==> src/terminal_escape_input_decoder_unit_assert.svh <==
// assertion macros shared by the decoder modules
// expects clk and arst_n in the scope of each use
`ifndef TERMINAL_ESCAPE_INPUT_DECODER_UNIT_ASSERT_SVH
`define TERMINAL_ESCAPE_INPUT_DECODER_UNIT_ASSERT_SVH

// consequent checked in the same cycle
`define TEID_ASSERT_NOW(lbl, ante, cons, msg) \
	lbl: assert property (@(posedge clk) disable iff (!arst_n) (ante) |-> (cons)) \
		else $error(msg);

// consequent checked in the cycle after the antecedent
`define TEID_ASSERT_NEXT(lbl, ante, cons, msg) \
	lbl: assert property (@(posedge clk) disable iff (!arst_n) (ante) |=> (cons)) \
		else $error(msg);

`endif

==> src/teid_pkg.sv <==
// shared types and constants for the escape sequence input decoder
// no dependencies
`default_nettype none

package teid_pkg;

	localparam int unsigned DEFAULT_COORD_MAX = 4095;
	localparam int unsigned QUEUE_DEPTH       = 2;
	localparam int unsigned HEAD_LEN          = 5;

	// byte values
	localparam logic [7:0] CHAR_NUL    = 8'h00;
	localparam logic [7:0] CHAR_ESC    = 8'h1B;
	localparam logic [7:0] CHAR_ZERO   = 8'h30;
	localparam logic [7:0] CHAR_NINE   = 8'h39;
	localparam logic [7:0] CHAR_SEMI   = 8'h3B;
	localparam logic [7:0] CHAR_LT     = 8'h3C;
	localparam logic [7:0] CHAR_LBRACK = 8'h5B;
	localparam logic [7:0] CHAR_TILDE  = 8'h7E;
	localparam logic [7:0] CHAR_SS3    = 8'h4F;
	localparam logic [7:0] CHAR_M      = 8'h4D;

	// mouse parser phases
	localparam logic [3:0] PH_LBRACK = 4'd0;
	localparam logic [3:0] PH_LESS   = 4'd1;
	localparam logic [3:0] PH_NUM0   = 4'd2;
	localparam logic [3:0] PH_LAST   = 4'd7;
	localparam logic [3:0] PH_DONE   = 4'd8;

	// key codes
	localparam logic [4:0] KEY_NONE  = 5'd0;
	localparam logic [4:0] KEY_CHAR  = 5'd1;
	localparam logic [4:0] KEY_F1    = 5'd2;
	localparam logic [4:0] KEY_F2    = 5'd3;
	localparam logic [4:0] KEY_F3    = 5'd4;
	localparam logic [4:0] KEY_F4    = 5'd5;
	localparam logic [4:0] KEY_F5    = 5'd6;
	localparam logic [4:0] KEY_F6    = 5'd7;
	localparam logic [4:0] KEY_F7    = 5'd8;
	localparam logic [4:0] KEY_F8    = 5'd9;
	localparam logic [4:0] KEY_F9    = 5'd10;
	localparam logic [4:0] KEY_F10   = 5'd11;
	localparam logic [4:0] KEY_F11   = 5'd12;
	localparam logic [4:0] KEY_F12   = 5'd13;
	localparam logic [4:0] KEY_UP    = 5'd14;
	localparam logic [4:0] KEY_DOWN  = 5'd15;
	localparam logic [4:0] KEY_RIGHT = 5'd16;
	localparam logic [4:0] KEY_LEFT  = 5'd17;
	localparam logic [4:0] KEY_HOME  = 5'd18;
	localparam logic [4:0] KEY_END   = 5'd19;
	localparam logic [4:0] KEY_INS   = 5'd20;
	localparam logic [4:0] KEY_DEL   = 5'd21;
	localparam logic [4:0] KEY_PGUP  = 5'd22;
	localparam logic [4:0] KEY_PGDN  = 5'd23;

	// mouse events
	localparam logic [2:0] EV_NONE   = 3'd0;
	localparam logic [2:0] EV_LEFT   = 3'd1;
	localparam logic [2:0] EV_SCR_UP = 3'd4;
	localparam logic [2:0] EV_SCR_DN = 3'd5;
	localparam logic [2:0] EV_MOVED  = 3'd6;

	// one finished sequence, as handed from front to back
	typedef struct packed {
		logic [7:0]  c1;
		logic [7:0]  c2;
		logic [7:0]  c3;
		logic [7:0]  c4;
		logic [7:0]  c5;
		logic        fin_m;
		logic [6:0]  type_lo;
		logic        type_hi;
		logic [12:0] x;
		logic [12:0] y;
	} snap_t;

endpackage

`default_nettype wire

==> src/teid_front.sv <==
// front end: takes sequence bytes, keeps the head bytes and runs the mouse number parser
// depends on teid_pkg and the assertion macro header
`default_nettype none
`include "terminal_escape_input_decoder_unit_assert.svh"

module teid_front #(
	parameter int unsigned COORD_MAX = teid_pkg::DEFAULT_COORD_MAX
) (
	input  wire logic           clk,
	input  wire logic           arst_n,
	input  wire logic           in_valid,
	output logic                in_ready,
	input  wire logic [7:0]     seq_byte,
	input  wire logic           seq_end,
	input  wire logic           full,
	output logic                push,
	output teid_pkg::snap_t     push_snap
);
	import teid_pkg::*;

	localparam int unsigned NW = $clog2(COORD_MAX + 1);
	localparam int unsigned AW = NW + 4;

	logic [7:0]    head_q [0:HEAD_LEN-1];
	logic [2:0]    cnt_q;
	logic          stop_q;
	logic [3:0]    phase_q;
	logic [NW-1:0] num_q [0:2];
	logic [7:0]    fin_q;

	logic [7:0]    head_nx [0:HEAD_LEN-1];
	logic [2:0]    cnt_nx;
	logic          stop_nx;
	logic [3:0]    phase_nx;
	logic [NW-1:0] num_nx [0:2];
	logic [7:0]    fin_nx;

	logic          fire;
	logic          term;
	logic          take;
	logic          is_dig;
	logic [7:0]    diff;
	logic [3:0]    ph_off;
	logic [1:0]    k;
	logic [NW-1:0] cur;
	logic [AW-1:0] acc;
	logic [NW-1:0] sat;

	assign in_ready = !full;
	assign fire     = in_valid && in_ready;
	assign term     = (seq_byte == CHAR_ESC) || (seq_byte == CHAR_NUL);
	assign take     = fire && !stop_q && !term;
	assign is_dig   = (seq_byte >= CHAR_ZERO) && (seq_byte <= CHAR_NINE);
	assign diff     = seq_byte - CHAR_ZERO;
	assign ph_off   = phase_q - PH_NUM0;
	assign k        = ph_off[2:1];

	always_comb begin
		unique case (k)
			2'd0:    cur = num_q[0];
			2'd1:    cur = num_q[1];
			default: cur = num_q[2];
		endcase
	end

	// times ten plus digit, then clamp
	assign acc = ({4'b0, cur} << 3) + ({4'b0, cur} << 1) + AW'(diff[3:0]);
	assign sat = (acc > AW'(COORD_MAX)) ? NW'(COORD_MAX) : acc[NW-1:0];

	always_comb begin
		for (int i = 0; i < HEAD_LEN; i++) begin
			head_nx[i] = head_q[i];
		end
		for (int i = 0; i < 3; i++) begin
			num_nx[i] = num_q[i];
		end
		cnt_nx   = cnt_q;
		stop_nx  = stop_q || (fire && term);
		phase_nx = phase_q;
		fin_nx   = fin_q;
		if (take) begin
			if (cnt_q < 3'(HEAD_LEN)) begin
				for (int i = 0; i < HEAD_LEN; i++) begin
					if (cnt_q == 3'(i)) begin
						head_nx[i] = seq_byte;
					end
				end
				cnt_nx = cnt_q + 3'd1;
			end
			priority if (phase_q == PH_LBRACK) begin
				phase_nx = (seq_byte == CHAR_LBRACK) ? PH_LESS : PH_DONE;
			end else if (phase_q == PH_LESS) begin
				phase_nx = (seq_byte == CHAR_LT) ? PH_NUM0 : PH_DONE;
			end else if (phase_q >= PH_NUM0 && phase_q <= PH_LAST) begin
				if (is_dig) begin
					for (int i = 0; i < 3; i++) begin
						if (k == 2'(i)) begin
							num_nx[i] = sat;
						end
					end
					phase_nx = PH_NUM0 + {1'b0, k, 1'b1};
				end else if (!phase_q[0]) begin
					// a number must start with a digit
					phase_nx = PH_DONE;
				end else if (k < 2'd2) begin
					phase_nx = (seq_byte == CHAR_SEMI) ? (PH_NUM0 + {1'b0, k + 2'd1, 1'b0})
						: PH_DONE;
				end else begin
					fin_nx   = seq_byte;
					phase_nx = PH_DONE;
				end
			end else begin
				phase_nx = phase_q;
			end
		end
	end

	assign push = fire && seq_end;

	always_comb begin
		push_snap.c1      = head_nx[0];
		push_snap.c2      = head_nx[1];
		push_snap.c3      = head_nx[2];
		push_snap.c4      = head_nx[3];
		push_snap.c5      = head_nx[4];
		push_snap.fin_m   = (fin_nx == CHAR_M);
		push_snap.type_lo = num_nx[0][6:0];
		push_snap.type_hi = |num_nx[0][NW-1:7];
		push_snap.x       = 13'(num_nx[1]);
		push_snap.y       = 13'(num_nx[2]);
	end

	always_ff @(posedge clk or negedge arst_n) begin
		if (!arst_n) begin
			for (int i = 0; i < HEAD_LEN; i++) begin
				head_q[i] <= '0;
			end
			for (int i = 0; i < 3; i++) begin
				num_q[i] <= '0;
			end
			cnt_q   <= '0;
			stop_q  <= 1'b0;
			phase_q <= PH_LBRACK;
			fin_q   <= '0;
		end else if (push) begin
			// sequence handed on, start afresh
			for (int i = 0; i < HEAD_LEN; i++) begin
				head_q[i] <= '0;
			end
			for (int i = 0; i < 3; i++) begin
				num_q[i] <= '0;
			end
			cnt_q   <= '0;
			stop_q  <= 1'b0;
			phase_q <= PH_LBRACK;
			fin_q   <= '0;
		end else if (fire) begin
			for (int i = 0; i < HEAD_LEN; i++) begin
				head_q[i] <= head_nx[i];
			end
			for (int i = 0; i < 3; i++) begin
				num_q[i] <= num_nx[i];
			end
			cnt_q   <= cnt_nx;
			stop_q  <= stop_nx;
			phase_q <= phase_nx;
			fin_q   <= fin_nx;
		end
	end

	`TEID_ASSERT_NEXT(a_front_clear, push,
		(cnt_q == 3'd0) && !stop_q && (phase_q == PH_LBRACK), "front state not cleared")

endmodule

`default_nettype wire

==> src/teid_queue.sv <==
// short queue of finished sequences between front and back
// depends on teid_pkg and the assertion macro header
`default_nettype none
`include "terminal_escape_input_decoder_unit_assert.svh"

module teid_queue (
	input  wire logic            clk,
	input  wire logic            arst_n,
	input  wire logic            push,
	input  wire teid_pkg::snap_t push_snap,
	output logic                 full,
	output logic                 head_valid,
	output teid_pkg::snap_t      head_snap,
	input  wire logic            pop
);
	import teid_pkg::*;

	localparam int unsigned PW = (QUEUE_DEPTH > 1) ? $clog2(QUEUE_DEPTH) : 1;
	localparam int unsigned CW = $clog2(QUEUE_DEPTH + 1);

	snap_t         slot_q [0:QUEUE_DEPTH-1];
	logic [PW-1:0] wr_q;
	logic [PW-1:0] rd_q;
	logic [CW-1:0] cnt_q;

	assign full       = (cnt_q == CW'(QUEUE_DEPTH));
	assign head_valid = (cnt_q != '0);
	assign head_snap  = slot_q[rd_q];

	always_ff @(posedge clk) begin
		if (push) begin
			slot_q[wr_q] <= push_snap;
		end
	end

	always_ff @(posedge clk or negedge arst_n) begin
		if (!arst_n) begin
			wr_q  <= '0;
			rd_q  <= '0;
			cnt_q <= '0;
		end else begin
			if (push) begin
				wr_q <= (wr_q == PW'(QUEUE_DEPTH - 1)) ? '0 : wr_q + 1'b1;
			end
			if (pop) begin
				rd_q <= (rd_q == PW'(QUEUE_DEPTH - 1)) ? '0 : rd_q + 1'b1;
			end
			unique case ({push, pop})
				2'b10:   cnt_q <= cnt_q + 1'b1;
				2'b01:   cnt_q <= cnt_q - 1'b1;
				default: cnt_q <= cnt_q;
			endcase
		end
	end

	`TEID_ASSERT_NOW(a_queue_no_overrun, push, !full, "push into full queue")
	`TEID_ASSERT_NOW(a_queue_no_underrun, pop, head_valid, "pop from empty queue")

endmodule

`default_nettype wire

==> src/teid_back.sv <==
// back end: decodes a finished sequence into key or mouse fields and holds the result
// depends on teid_pkg and the assertion macro header
`default_nettype none
`include "terminal_escape_input_decoder_unit_assert.svh"

module teid_back (
	input  wire logic            clk,
	input  wire logic            arst_n,
	input  wire logic            head_valid,
	input  wire teid_pkg::snap_t head_snap,
	output logic                 pop,
	output logic                 out_valid,
	input  wire logic            out_ready,
	output logic [4:0]           key_code,
	output logic [7:0]           key_char,
	output logic                 shift_mod,
	output logic                 ctrl_mod,
	output logic                 alt_mod,
	output logic                 mouse_valid,
	output logic                 mouse_pressed,
	output logic [2:0]           mouse_event,
	output logic signed [12:0]   mouse_col,
	output logic signed [12:0]   mouse_row
);
	import teid_pkg::*;

	logic [7:0]  c1, c2, c3, c4, c5, c2e;
	logic [7:0]  r8;
	logic        is_mouse;
	logic        mod_blk;
	logic        found;
	logic [2:0]  m;
	logic [4:0]  key_d;
	logic [7:0]  kch_d;
	logic        sh_d, ct_d, al_d, mp_d;
	logic [2:0]  mev_d;
	logic [12:0] col_d, row_d;

	logic        out_valid_q;
	logic [4:0]  key_q;
	logic [7:0]  kch_q;
	logic        sh_q, ct_q, al_q, mv_q, mp_q;
	logic [2:0]  mev_q;
	logic [12:0] col_q, row_q;

	assign c1 = head_snap.c1;
	assign c2 = head_snap.c2;
	assign c3 = head_snap.c3;
	assign c4 = head_snap.c4;
	assign c5 = head_snap.c5;

	assign is_mouse = (c1 == CHAR_LBRACK) && (c2 == CHAR_LT);
	// type with the alt and ctrl bits masked, top bit stands for anything above 127
	assign r8 = {head_snap.type_hi, head_snap.type_lo & 7'b1100111};

	assign mod_blk = ((c2 == 8'h31) && (c3 == CHAR_SEMI))
		|| (((c2 == 8'h32) || (c2 == 8'h31)) && (c4 == CHAR_SEMI))
		|| ((c2 >= 8'h32) && (c2 <= 8'h38));
	// "1;" form takes the key letter from the fifth byte
	assign c2e = ((c2 == 8'h31) && (c3 == CHAR_SEMI)) ? c5 : c2;

	always_comb begin
		found = 1'b0;
		m     = 3'd0;
		for (int d = 2; d <= 8; d++) begin
			if (!found && ((c4 == 8'(48 + d)) || (c5 == 8'(48 + d)))) begin
				found = 1'b1;
				m     = 3'(d - 1);
			end
		end
	end

	always_comb begin
		key_d = KEY_NONE;
		kch_d = 8'h00;
		sh_d  = 1'b0;
		ct_d  = 1'b0;
		al_d  = 1'b0;
		mp_d  = 1'b0;
		mev_d = EV_NONE;
		col_d = '1;
		row_d = '1;

		if (is_mouse) begin
			mp_d = head_snap.fin_m;
			priority if ((r8 <= 8'd2) || ((r8 >= 8'd32) && (r8 <= 8'd34))) begin
				mev_d = EV_LEFT + {1'b0, r8[1:0]};
			end else if (r8 == 8'd35) begin
				mev_d = EV_MOVED;
			end else if (r8 == 8'd64) begin
				mev_d = EV_SCR_UP;
			end else if (r8 == 8'd65) begin
				mev_d = EV_SCR_DN;
			end else begin
				mev_d = EV_NONE;
			end
			if (mev_d != EV_NONE) begin
				al_d = head_snap.type_lo[3];
				ct_d = head_snap.type_lo[4];
			end
			col_d = head_snap.x - 13'd1;
			row_d = head_snap.y - 13'd1;
		end

		if (c1 == CHAR_LBRACK) begin
			if (mod_blk && found) begin
				sh_d = sh_d | m[0];
				al_d = al_d | m[1];
				ct_d = ct_d | m[2];
			end
			priority if (c2e == 8'h31) begin
				unique case (c3)
					8'h35:   key_d = KEY_F5;
					8'h37:   key_d = KEY_F6;
					8'h38:   key_d = KEY_F7;
					8'h39:   key_d = KEY_F8;
					default: key_d = KEY_NONE;
				endcase
			end else if (c2e == 8'h32) begin
				unique case (c3)
					8'h30:   key_d = KEY_F9;
					8'h31:   key_d = KEY_F10;
					8'h33:   key_d = KEY_F11;
					8'h34:   key_d = KEY_F12;
					default: key_d = KEY_NONE;
				endcase
			end else begin
				unique case (c2e)
					8'h41:   key_d = KEY_UP;
					8'h42:   key_d = KEY_DOWN;
					8'h43:   key_d = KEY_RIGHT;
					8'h44:   key_d = KEY_LEFT;
					8'h48:   key_d = KEY_HOME;
					8'h46:   key_d = KEY_END;
					default: key_d = KEY_NONE;
				endcase
			end
			if ((c3 == CHAR_TILDE) || (c3 == CHAR_SEMI)) begin
				unique case (c2e)
					8'h32:   key_d = KEY_INS;
					8'h33:   key_d = KEY_DEL;
					8'h35:   key_d = KEY_PGUP;
					8'h36:   key_d = KEY_PGDN;
					default: key_d = key_d;
				endcase
			end
		end else if (c1 == CHAR_SS3) begin
			unique case (c2)
				8'h50:   key_d = KEY_F1;
				8'h51:   key_d = KEY_F2;
				8'h52:   key_d = KEY_F3;
				8'h53:   key_d = KEY_F4;
				default: key_d = KEY_NONE;
			endcase
		end else begin
			key_d = KEY_CHAR;
			kch_d = c1;
			al_d  = 1'b1;
		end
	end

	assign pop = head_valid && (!out_valid_q || out_ready);

	always_ff @(posedge clk or negedge arst_n) begin
		if (!arst_n) begin
			out_valid_q <= 1'b0;
		end else if (pop) begin
			out_valid_q <= 1'b1;
		end else if (out_ready) begin
			out_valid_q <= 1'b0;
		end
	end

	always_ff @(posedge clk) begin
		if (pop) begin
			key_q <= key_d;
			kch_q <= kch_d;
			sh_q  <= sh_d;
			ct_q  <= ct_d;
			al_q  <= al_d;
			mv_q  <= is_mouse;
			mp_q  <= mp_d;
			mev_q <= mev_d;
			col_q <= col_d;
			row_q <= row_d;
		end
	end

	assign out_valid     = out_valid_q;
	assign key_code      = key_q;
	assign key_char      = kch_q;
	assign shift_mod     = sh_q;
	assign ctrl_mod      = ct_q;
	assign alt_mod       = al_q;
	assign mouse_valid   = mv_q;
	assign mouse_pressed = mp_q;
	assign mouse_event   = mev_q;
	assign mouse_col     = col_q;
	assign mouse_row     = row_q;

	`TEID_ASSERT_NOW(a_back_load_only_on_pop, $rose(out_valid_q), $past(pop),
		"result appeared without a pop")
	`TEID_ASSERT_NOW(a_back_no_overwrite, pop, !out_valid_q || out_ready,
		"held result overwritten")

endmodule

`default_nettype wire

==> src/terminal_escape_input_decoder_unit.sv <==
// path: a finished sequence is written into the queue, then decoded from the queue head and registered at the output
// throughput: one item per cycle; the front stalls only when the two-entry queue is full
// results leave at up to one per cycle through the registered output stage
// reset: asynchronous, clears the parser state, queue pointers and output valid
// depends on teid_pkg, teid_front, teid_queue and teid_back
`default_nettype none

module terminal_escape_input_decoder_unit #(
	parameter int unsigned COORD_MAX = teid_pkg::DEFAULT_COORD_MAX
) (
	input  wire logic         clk,
	input  wire logic         arst_n,
	input  wire logic         in_valid,
	output logic              in_ready,
	input  wire logic [7:0]   seq_byte,
	input  wire logic         seq_end,
	output logic              out_valid,
	input  wire logic         out_ready,
	output logic [4:0]        key_code,
	output logic [7:0]        key_char,
	output logic              shift_mod,
	output logic              ctrl_mod,
	output logic              alt_mod,
	output logic              mouse_valid,
	output logic              mouse_pressed,
	output logic [2:0]        mouse_event,
	output logic signed [12:0] mouse_col,
	output logic signed [12:0] mouse_row
);
	import teid_pkg::*;

	logic  full;
	logic  push;
	snap_t push_snap;
	logic  head_valid;
	snap_t head_snap;
	logic  pop;

	teid_front #(
		.COORD_MAX(COORD_MAX)
	) u_front (
		.clk       (clk),
		.arst_n    (arst_n),
		.in_valid  (in_valid),
		.in_ready  (in_ready),
		.seq_byte  (seq_byte),
		.seq_end   (seq_end),
		.full      (full),
		.push      (push),
		.push_snap (push_snap)
	);

	teid_queue u_queue (
		.clk        (clk),
		.arst_n     (arst_n),
		.push       (push),
		.push_snap  (push_snap),
		.full       (full),
		.head_valid (head_valid),
		.head_snap  (head_snap),
		.pop        (pop)
	);

	teid_back u_back (
		.clk           (clk),
		.arst_n        (arst_n),
		.head_valid    (head_valid),
		.head_snap     (head_snap),
		.pop           (pop),
		.out_valid     (out_valid),
		.out_ready     (out_ready),
		.key_code      (key_code),
		.key_char      (key_char),
		.shift_mod     (shift_mod),
		.ctrl_mod      (ctrl_mod),
		.alt_mod       (alt_mod),
		.mouse_valid   (mouse_valid),
		.mouse_pressed (mouse_pressed),
		.mouse_event   (mouse_event),
		.mouse_col     (mouse_col),
		.mouse_row     (mouse_row)
	);

endmodule

`default_nettype wire

==> config.mk <==
export PLATFORM = sky130hd
export DESIGN_NAME = terminal_escape_input_decoder_unit
export DESIGN_NICKNAME = d
export VERILOG_FILES = /design/src/teid_pkg.sv /design/src/teid_front.sv /design/src/teid_queue.sv /design/src/teid_back.sv /design/src/terminal_escape_input_decoder_unit.sv
export VERILOG_INCLUDE_DIRS = /design/src /design/src/src
export SDC_FILE = /design/constraint.sdc
export NUM_CORES = 1
export LEC_CHECK = 0
export ABC_AREA = 1
export ABC_CLOCK_PERIOD_IN_PS = 6700
export BUFFER_PORTS_ARGS = -buffer_cell sky130_fd_sc_hd__buf_2
export CAP_MARGIN = 15
export CORE_AREA = 2 2 152 154
export DETAILED_ROUTE_END_ITERATION = 8
export DIE_AREA = 0 0 154 156
export GPL_ROUTABILITY_DRIVEN = 0
export PLACE_DENSITY = 0.83
export SLEW_MARGIN = 20
export SYNTH_ARGS = -nofsm -noshare
export SYNTH_HDL_FRONTEND = slang
export SYNTH_SLANG_ARGS = --single-unit
==> constraint.sdc <==
create_clock -name clk -period 6.7 [get_ports clk]
set_input_delay 1.005 -clock clk [delete_from_list [all_inputs] [get_ports clk]]
set_output_delay 1.005 -clock clk [all_outputs]
set_load 0.005 [all_outputs]
* Yosys cells after proc, flatten, opt, wreduce, memory -nomap -nowiden
Memory sizes are Yosys's and may differ from the RTL's. Cells that the tools add are included.
Operators by class: add/sub/neg operators 15, $lt $le $gt $ge 12, equal/unequal tests 63, mux-type cells 94, bitwise operators 2, reduce and logical (&&, ||, !) cells 62
Operator list (number):
- $eq A8 B6 Y1 const B | 34
- $mux W36 | 7
- $mux W40 | 4
- $eq A8 B7 Y1 const B | 15
- $mux W8 | 15
- $mux W12 | 4
- $mux W3 | 16
- $mux W4 | 12
- $pmux W4 S4 | 2
- $pmux W5 S6 | 1
- $sub A13 B1 Y13 const B | 2
- $mux W1 | 25
- $ge A8 B6 Y1 const B | 3
- $le A8 B6 Y1 const B | 3
- $pmux W12 S2 | 1
- $logic_and A1 B1 Y1 | 20
- $mux W5 | 4
- $pmux W5 S4 | 1
- $add A15 B13 Y16 | 1
- $add A16 B4 Y16 | 1
- $gt A16 B12 Y1 const B | 1
- $logic_or A1 B1 Y1 | 15
- $eq A6 B5 Y1 const B | 2
- $pmux W3 S4 | 1
- 35 further kinds | 58
Word-level totals: register bits after elaboration 144, memory bits (writable) 146, bits of input ports 13, output and inout port bits 49, memories 1
Memory list:
- u_queue.slot_q | depth 2, width 73, read ports 1, clocked after Yosys merged registers in 0, write ports 1, line teid_queue.sv:21 | snap_t slot_q [0:QUEUE_DEPTH-1];

* Logic depth before layout (Yosys ltp)
Gate-level depths: netlist (run 1). An unclocked memory read counts as a cell.
depth in word-level cells 25, depth in mapped cells 25, mapped depth without buffers 24

* Hierarchy
From an unflattened synthesis (run 1), not the netlist that was laid out.
Second synthesis, totals: cells, all modules 1670, area total of the unflattened synthesis 14991.9 sq um
Modules (own cells, without submodules):
- teid_front | instances 1, cells an instance 815, area each 5819.3 sq um
- teid_queue | instances 1, cells an instance 415, area each 5790.6 sq um
- teid_back | instances 1, cells an instance 440, area each 3382.0 sq um

* Worst setup path after synthesis (run 1)
No wires, ideal clock.
path type input -> register, start in in_valid, end mem u_queue.slot_q[0][0] (netlist bit) (enable), setup time 505 ps, arrival 4594 ps, required time 6195 ps, path slack 1601 ps, stages on the path 6, path buffers 2, cell sequence nand2_1 > inv_1 > nand2_1 > clkbuf_1 > clkbuf_1 > nor2_1
Between the ends: cells in the longest elaborated chain, start to end 4
Ends and longest elaborated chain:
- from (decl) | line terminal_escape_input_decoder_unit.sv:13 | input wire logic in_valid,
- $logic_and A1 B1 Y1 | line teid_front.sv:50 | assign fire = in_valid && in_ready;
- $logic_and A1 B1 Y1 | line teid_front.sv:118 | assign push = fire && seq_end;
- $mux W1 | line teid_queue.sv:31 | if (push) begin
- $mux W1 (implied by the code) | line teid_queue.sv:32 | slot_q[wr_q] <= push_snap;
- to (decl) | line teid_queue.sv:21
No other way between the ends.

==> results of run 1 <==
-- worst register-to-register path: stages, from the launching register on --
cell and delay, ns:
dfrtp_1 0.44, inv_1 0.13, ha_1 0.71, inv_1 0.30, a221o_1 0.32, o21ai_0 0.07, inv_1 0.10, fa_1 0.55
inv_1 0.07, fa_1 0.48, inv_1 0.11, nand3_1 0.07, nand2_1 0.11, nand3_1 0.10, nand4_1 0.11, nand2_1 0.06
nor2_1 0.18, nand2_1 0.39, inv_1 0.28, nand2_1 0.10, o21ai_0 0.33, inv_1 0.13
-- kinds of logic (layout without fill, tap and decap cells) --
kind of cell	after synthesis	count (layout)
flops	290	290
fa+ha+maj	42	42
mux	15	15
xor+xnor	13	13
buf+inv	272	350
compound gates	219	219
simple gates	699	699
-- path summary, 6_finish.rpt --
path                                          to  slack (ns)          startpoint
min reg2reg                   u_front.head_q[12]        0.51  u_front.head_q[12]
max reg2reg                u_queue.slot_q[1][31]        1.32  u_front.phase_q[1]
min in group clk              u_front.head_q[12]        0.51  u_front.head_q[12]
max                        u_queue.slot_q[1][31]        1.32  u_front.phase_q[1]
min                            u_front.num_q[20]        0.49              arst_n
max in group asynchronous           u_queue.rd_q        5.06              arst_n
-- power breakdown --
| part | switching [mW] | internal, mW | leakage, nW | total (mW) |
|---|---|---|---|---|
| sequential | 0.0902 | 2.37 | 3.05 | 2.46 |
| clock | 0.696 | 0.950 | 0.473 | 1.65 |
| combinational | 1.29 | 0.479 | 3.86 | 1.77 |
-- cells in the mapped netlist, types with 5 or more instances --
library cell | number | area, µm²
inv_2 | 6 | 22.52
nand2_1 | 301 | 1130
nor2_1 | 186 | 698.2
nor3_1 | 15 | 75.07
buf_6 | 11 | 123.9
edfxtp_1 | 193 | 5796
nor3_2 | 5 | 50.05
o21ai_0 | 127 | 635.6
inv_1 | 224 | 840.8
o21ai_1 | 14 | 70.07
or2_2 | 35 | 219.0
nand2_2 | 14 | 87.58
clkbuf_1 | 19 | 71.32
a21oi_1 | 41 | 205.2
ha_1 | 40 | 500.5
a221o_1 | 6 | 60.06
a31oi_1 | 5 | 31.28
buf_2 | 10 | 50.05
xor2_1 | 9 | 78.83
o211ai_1 | 10 | 75.07
nand4_1 | 20 | 125.1
dfrtp_1 | 97 | 2427
nand3_1 | 73 | 365.4
and2_1 | 13 | 81.33
mux2i_1 | 12 | 120.1
nor2_2 | 13 | 81.33
-- final cells by class --
type                    count  area, µm²
multi-input cells         988       5182
clock inverters            19      201.4
inverters                 230      863.3
repair buffers             68      360.3
well taps                 285      356.6
fillers                  1551       6405
clock buffers              33      772.0
flip-flops and latches    290       8224
-- sequential cells by signal (all words and copies together) (netlist names), 2 cells and up --
register            count
u_front.phase_q         4
u_queue.slot_q        146
u_queue.cnt_q           2
u_front.head_q         40
u_front.cnt_q           3
u_back.key_char         8
u_back.mouse_event      3
u_back.mouse_col       13
u_front.num_q          36
u_front.fin_q           8
u_back.mouse_row       13
u_back.key_code         5
-- per-layer routing --
metal  vias to the layer above  track usage (%)  share of wire, %  wire, µm
met1                      5193            37.99                42     13600
li1                       5209                -                 -         -
met5                         -                0                 0         0
met4                         0            8.367               2.0       657
met2                       511            44.12                46     15010
met3                        61            5.444               9.5      3077
==> results by group, run 1 <==
Outcome
  – Run status: complete, but fails checks
  – Failing checks: design-rule violations

Global route
  – Initial antenna violation count: 0
  – Largest net degree at the start of global routing: 74
  – First-pass GRT wire length: 52410 µm
  – Gr usage total: 27.34%
  – GRT overflow: 0
  – Number of global-route vias before repair: 10680

Synth
  – Unique masters post-synth: 51
  – Largest family of logic cells by synthesized area: simple AND/OR/NAND/NOR gates
  – Simple-gate share of the synthesized area: 21.57%
  – Top_reg_cell synth: edfxtp_1
  – Asr flop ratio synth: 33.45%
  – Sequential element share of the synthesized area: 56.70%
  – Post-synthesis mux area share: 1.113%
  – Number of synthesized register bits: 290
  – Post-synth EDFFs: 193
  – Synth Area in Compound Gates: 8.360%
  – Synthesis Warnings: 0
  – Area share of fa/ha/maj cells after synthesis: 3.727%
  – Cell area after synthesis: 14500 µm²
  – Mapped Cells: 1550
  – Synth Area in XOR/XNOR: 0.7851%
  – Post-Syn Nets: 1605
  – Synthesized area per cell: 9.357 µm²

Min path
  – Hold Crit Class: input pin to asynchronous set/reset pin

Cells and area
  – Commonest non-fill, non-tap cells in the layout: nand2_1 (301), inv_1 (223), edfxtp_1 (193)
  – Final nets: 1661
  – Antenna diodes: 0
  – Final Core Density: 71.36%
  – Non-Filler Instances: 1913
  – Commonest non-fill, non-tap cell in the layout: nand2_1
  – P&R area growth vs syn: 10.05%
  – Cell area after layout: 15960 µm²
  – Layout cells sized above 1: 13.21%

Floorplan
  – Die W: 154 µm
  – Core area: 22370 µm²
  – Die Footprint: 24020 µm²
  – Cell Rows: 55
  – IO Count: 62
  – Starting density of the core: 64.84%
  – Die Ht: 156 µm

Placed design
  – Post-DP HPWL: 21800 µm
  – Placed instance count: 1861
  – Place WS: 1.498 ns
  – I/O Buffers: 61
  – Placed Instance Area: 14990 µm²

Timing
  – Final Hold Viols: 0
  – Hold_ws: 0.4932 ns
  – Setup-failing EPs final: 0
  – F_max: 185.7 MHz
  – Worst relative slew slack: 33.11%
  – Pins Over Slew Limit: 0
  – Setup TNS: 0 ns
  – Worst-Margin Slew: 1.001 ns
  – Tcrit/Tclk final: 80.36%
  – RSZ-0062 raised after global routing: no
  – Final clock skew: 0.01311 ns
  – Final WS setup: 1.316 ns
  – Min Tclk post-route: 5.384 ns

Clocking
  – Clock slew at reported path FFs: 0.07 ns
  – Clk root buf: clkbuf_16
  – Total CTS buffers: 28
  – H-tree Lvls: 1
  – Maximum clock path buffer count: 3
  – CTS resizes: 0
  – Post-CTS Setup Bufs: 0
  – Clock sink total: 290
  – CTS tree: built
  – Clock Latency Late Sink: 0.54 ns
  – Cts hold-fix bufs: 0

Worst setup path
  – CP max-delay cell: ha_1
  – CP max FO: 20
  – Reg2Reg Depth: 21
  – CP most frequent cell: inv_1
  – WP depth: 21
  – Cell family with most CP delay: adder cells
  – Startpoint types: flop
  – Critical path type: flop to flop
  – WP data required: 6.97 ns
  – WP data arrival: 5.65 ns
  – Buf/Inv on CP: 7
  – Max incr delay on CP: 0.70 ns
  – Crit. End Element: flop
  – Critical Path, Cell by Cell: inv_1 -> ha_1 -> inv_1 -> a221o_1 -> o21ai_0 -> inv_1 -> fa_1 -> inv_1 -> fa_1 -> inv_1 -> nand3_1 -> nand2_1 -> nand3_1 -> nand4_1 -> nand2_1 -> nor2_1 -> nand2_1 -> inv_1 -> nand2_1 -> o21ai_0 -> inv_1

Route
  – DR iter-0 viols: 1306
  – DRT Pass-1 Iters: 9
  – Drt total wl: 32350 µm
  – Via count: 10970
  – DR WL/cell: 16.91 µm
  – Post-route DRC: 1
  – Post-DRT Antenna Nets: 0
  – Vias/cell: 5.737

Pwr
  – Worst VDD drop: 0.3367 mV
  – Leakage power total: 7.387 nW
  – Pwr Density: 367.9 nW/µm²
  – Overall Power: 5.872 mW

Job
  – Max-cap violations: 0
Power figures use the tool's default switching activity.
==> run 2: changes to the inputs <==
--- a/config.mk
+++ b/config.mk
@@ -7,14 +7,14 @@
 export NUM_CORES = 1
 export LEC_CHECK = 0
 export ABC_AREA = 1
-export ABC_CLOCK_PERIOD_IN_PS = 6700
+export ABC_CLOCK_PERIOD_IN_PS = 5150
 export BUFFER_PORTS_ARGS = -buffer_cell sky130_fd_sc_hd__buf_2
 export CAP_MARGIN = 15
-export CORE_AREA = 2 2 152 154
+export CORE_AREA = 2 2 156 158
 export DETAILED_ROUTE_END_ITERATION = 8
-export DIE_AREA = 0 0 154 156
+export DIE_AREA = 0 0 158 160
 export GPL_ROUTABILITY_DRIVEN = 0
-export PLACE_DENSITY = 0.83
+export PLACE_DENSITY = 0.8
 export SLEW_MARGIN = 20
 export SYNTH_ARGS = -nofsm -noshare
 export SYNTH_HDL_FRONTEND = slang
==> constraint.sdc (replaced) <==
create_clock -name clk -period 5.15 [get_ports clk]
set_input_delay 0.7725 -clock clk [delete_from_list [all_inputs] [get_ports clk]]
set_output_delay 0.7725 -clock clk [all_outputs]
set_load 0.005 [all_outputs]
==> results by group, run 2 (same netlist as run 1, synthesis figures left out) <==
Pwr
  – Power share of the combinational group: 30.3% (was 30.1%)
  – Worst VDD drop: 0.4752 mV (was 0.3367 mV)
  – Seq pwr share: 42.6% (was 41.9%)
  – Sw Ratio: 34.67% (was 35.34%)
  – Sw Pwr: 2.602 mW (was 2.075 mW)
  – Clock group share of total power: 27.1% (was 28.0%)
  – Leakage power total: 7.394 nW (was 7.387 nW)
  – Internal power: 4.902 mW (was 3.797 mW)
  – Pwr Density: 468.8 nW/µm² (was 367.9 nW/µm²)

Timing
  – Worst-Margin Slew: 1.072 ns (was 1.001 ns)
  – Setup-failing EPs final: 0 (unchanged)
  – Final WS setup: 0.5040 ns (was 1.316 ns)
  – F_max: 215.2 MHz (was 185.7 MHz)
  – Min Tclk post-route: 4.646 ns (was 5.384 ns)
  – Final clock skew: 0.01121 ns (was 0.01311 ns)
  – Worst relative slew slack: 28.25% (was 33.11%)
  – Setup TNS: 0 ns (unchanged)
  – Tcrit/Tclk final: 90.21% (was 80.36%)
  – Final Hold Viols: 0 (unchanged)
  – RSZ-0062 raised after global routing: no (unchanged)
  – Pins Over Slew Limit: 0 (unchanged)

Cells and area
  – Number of fillers in the final layout: 1800 (was 1551)
  – Antenna diodes: 0 (unchanged)
  – Reg area: 8224 µm² (unchanged)
  – Most flop-heavy register: u_queue.slot_q (unchanged)
  – Number of flip-flops in the largest register: 146 (unchanged)
  – Non-Filler Instances: 1958 (was 1913)
  – P&R area growth vs syn: 10.37% (was 10.05%)
  – Cell area after layout: 16010 µm² (was 15960 µm²)
  – Layout cells sized above 1: 12.97% (was 13.21%)
  – Commonest non-fill, non-tap cell in the layout: nand2_1 (unchanged)
  – Area of the multi-input gates: 5182 µm² (unchanged)
  – Final nets: 1667 (was 1661)
  – Largest registers: u_queue.slot_q x146, u_front.head_q x40, u_front.num_q x36 (unchanged)
  – Commonest non-fill, non-tap cells in the layout: nand2_1 (301), inv_1 (223), edfxtp_1 (193) (unchanged)

Worst setup path
  – WP data arrival: 4.92 ns (was 5.65 ns)
  – Startpoint types: flop (unchanged)
  – Crit. End Element: flop (unchanged)
  – CP max FO: 13 (was 20)
  – Critical path type: flop to flop (unchanged)
  – WP data required: 5.42 ns (was 6.97 ns)

Global route
  – Largest net degree at the start of global routing: 74 (unchanged)
  – GRT overflow: 0 (unchanged)
  – First-pass GRT wire length: 50940 µm (was 52410 µm)
  – Number of global-route vias before repair: 10280 (was 10680)
  – Gr usage total: 25.38% (was 27.34%)
  – Initial antenna violation count: 0 (unchanged)

Clocking
  – H-tree Lvls: 1 (unchanged)
  – Clk root buf: clkbuf_16 (unchanged)
  – Maximum clock path buffer count: 3 (unchanged)
  – Total CTS buffers: 28 (unchanged)
  – CTS resizes: 0 (unchanged)
  – Clock Latency Late Sink: 0.54 ns (about the same)
  – Cts hold-fix bufs: 0 (unchanged)
  – CTS tree: built (unchanged)
  – Clock slew at reported path FFs: 0.06 ns (was 0.07 ns)
  – Post-CTS Setup Bufs: 0 (unchanged)
  – Clock sink total: 290 (unchanged)

Route
  – Drt total wl: 31410 µm (was 32350 µm)
  – DRT Pass-1 Iters: 5 (was 9)
  – Vias/cell: 5.509 (was 5.737)
  – Post-DRT Antenna Nets: 0 (unchanged)
  – DR WL/cell: 16.04 µm (was 16.91 µm)
  – Post-route DRC: 0 (was 1)
  – DR iter-0 viols: 929 (was 1306)
  – Via count: 10790 (was 10970)

Outcome
  – Run status: completed (was complete, but fails checks)

Placed design
  – Placed instance count: 1906 (was 1861)
  – Post-DP HPWL: 21390 µm (was 21800 µm)
  – Placed Instance Area: 15080 µm² (was 14990 µm²)
  – I/O Buffers: 61 (unchanged)
  – Place WS: 0.5711 ns (was 1.498 ns)

Floorplan
  – Core area: 23820 µm² (was 22370 µm²)
  – Die Footprint: 25280 µm² (was 24020 µm²)
  – Starting density of the core: 60.88% (was 64.84%)
  – IO Count: 62 (unchanged)
  – Die Ht: 160 µm (was 156 µm)
  – Die W: 158 µm (was 154 µm)
  – Cell Rows: 57 (was 55)

Job
  – Max-cap violations: 0 (unchanged)

Min path
  – Hold Crit Class: input pin to asynchronous set/reset pin (unchanged)
==> run 2: cell types whose count changed in the layout (fill, tap and decap cells not counted), sizes merged <==
cell and delta:
buf +6, bufinv -2, clkbuf +13, clkinv -5, clkinvlp -3, inv -3
==> run 2: power groups by stage <==
stage | combinational (mW) | sequential, mW | clock (mW)
2_1_floorplan | 1.65 | 3.25 | 0
3_3_place_gp | 2.15 | 3.22 | 0
3_5_place_dp | 2.24 | 3.24 | 0
4_1_cts | 2.26 | 3.20 | 2.05
5_1_grt | 2.57 | 3.24 | 2.15
6_report | 2.27 | 3.20 | 2.03
==> run 2: worst max-delay path, stage by stage (launching register included) <==
cell and delay, ns:
dfrtp_1 0.45, inv_1 0.13, ha_1 0.31, inv_1 0.11, a221o_1 0.27, o21ai_0 0.09, inv_1 0.11, fa_1 0.55
inv_1 0.07, fa_1 0.47, inv_1 0.10, nand3_1 0.07, nand2_1 0.10, nand3_1 0.10, nand4_1 0.11, nand2_1 0.05
nor2_1 0.19, nand2_1 0.34, inv_1 0.26, nand2_1 0.11, o21ai_0 0.27, inv_1 0.11
==> run 2: routing by layer <==
layer,global-route usage (%),up-vias,routed length (µm)
met5,0,-,0
met2,39.33,487,14090
met1,37.51,5022,13830
li1,-,5204,-
met3,3.826,73,2707
met4,7.576,0,782
==> run 2: layout make-up <==
cell class                 instances  area share, %
clock buffer                      46          5.378
clock inverter                     6         0.4065
inverter                         230          5.394
multi-input combinational        988          32.38
sequential                       290          51.38
tap                              324          2.533
timing repair buffer              74          2.533
==> run 2: path summary, 6_finish.rpt <==
check                                    from  slack (ns)                    end  cells past startpoint
setup / recovery           u_front.phase_q[1]        0.50  u_queue.slot_q[1][30]                     21
hold / removal                         arst_n        0.29       u_front.num_q[8]                      1
setup reg to reg           u_front.phase_q[1]        0.50  u_queue.slot_q[1][30]                     21
hold reg to reg                u_front.stop_q        0.51         u_front.stop_q                      2
max in group asynchronous              arst_n        3.81      u_front.head_q[8]                      2
min in group clk               u_front.stop_q        0.51         u_front.stop_q                      2
==> run 2: stage by stage <==
stage               total power [mW]  hold slack, ns  util [%]
detailed placement             5.481          0.4945     63.31
global route                   7.959          0.3379     67.20
CTS                            7.508          0.3046     67.20
finish                         7.504          0.2868     67.20
floorplan                      4.897          0.4632         -
global placement               5.368          0.4800     63.31
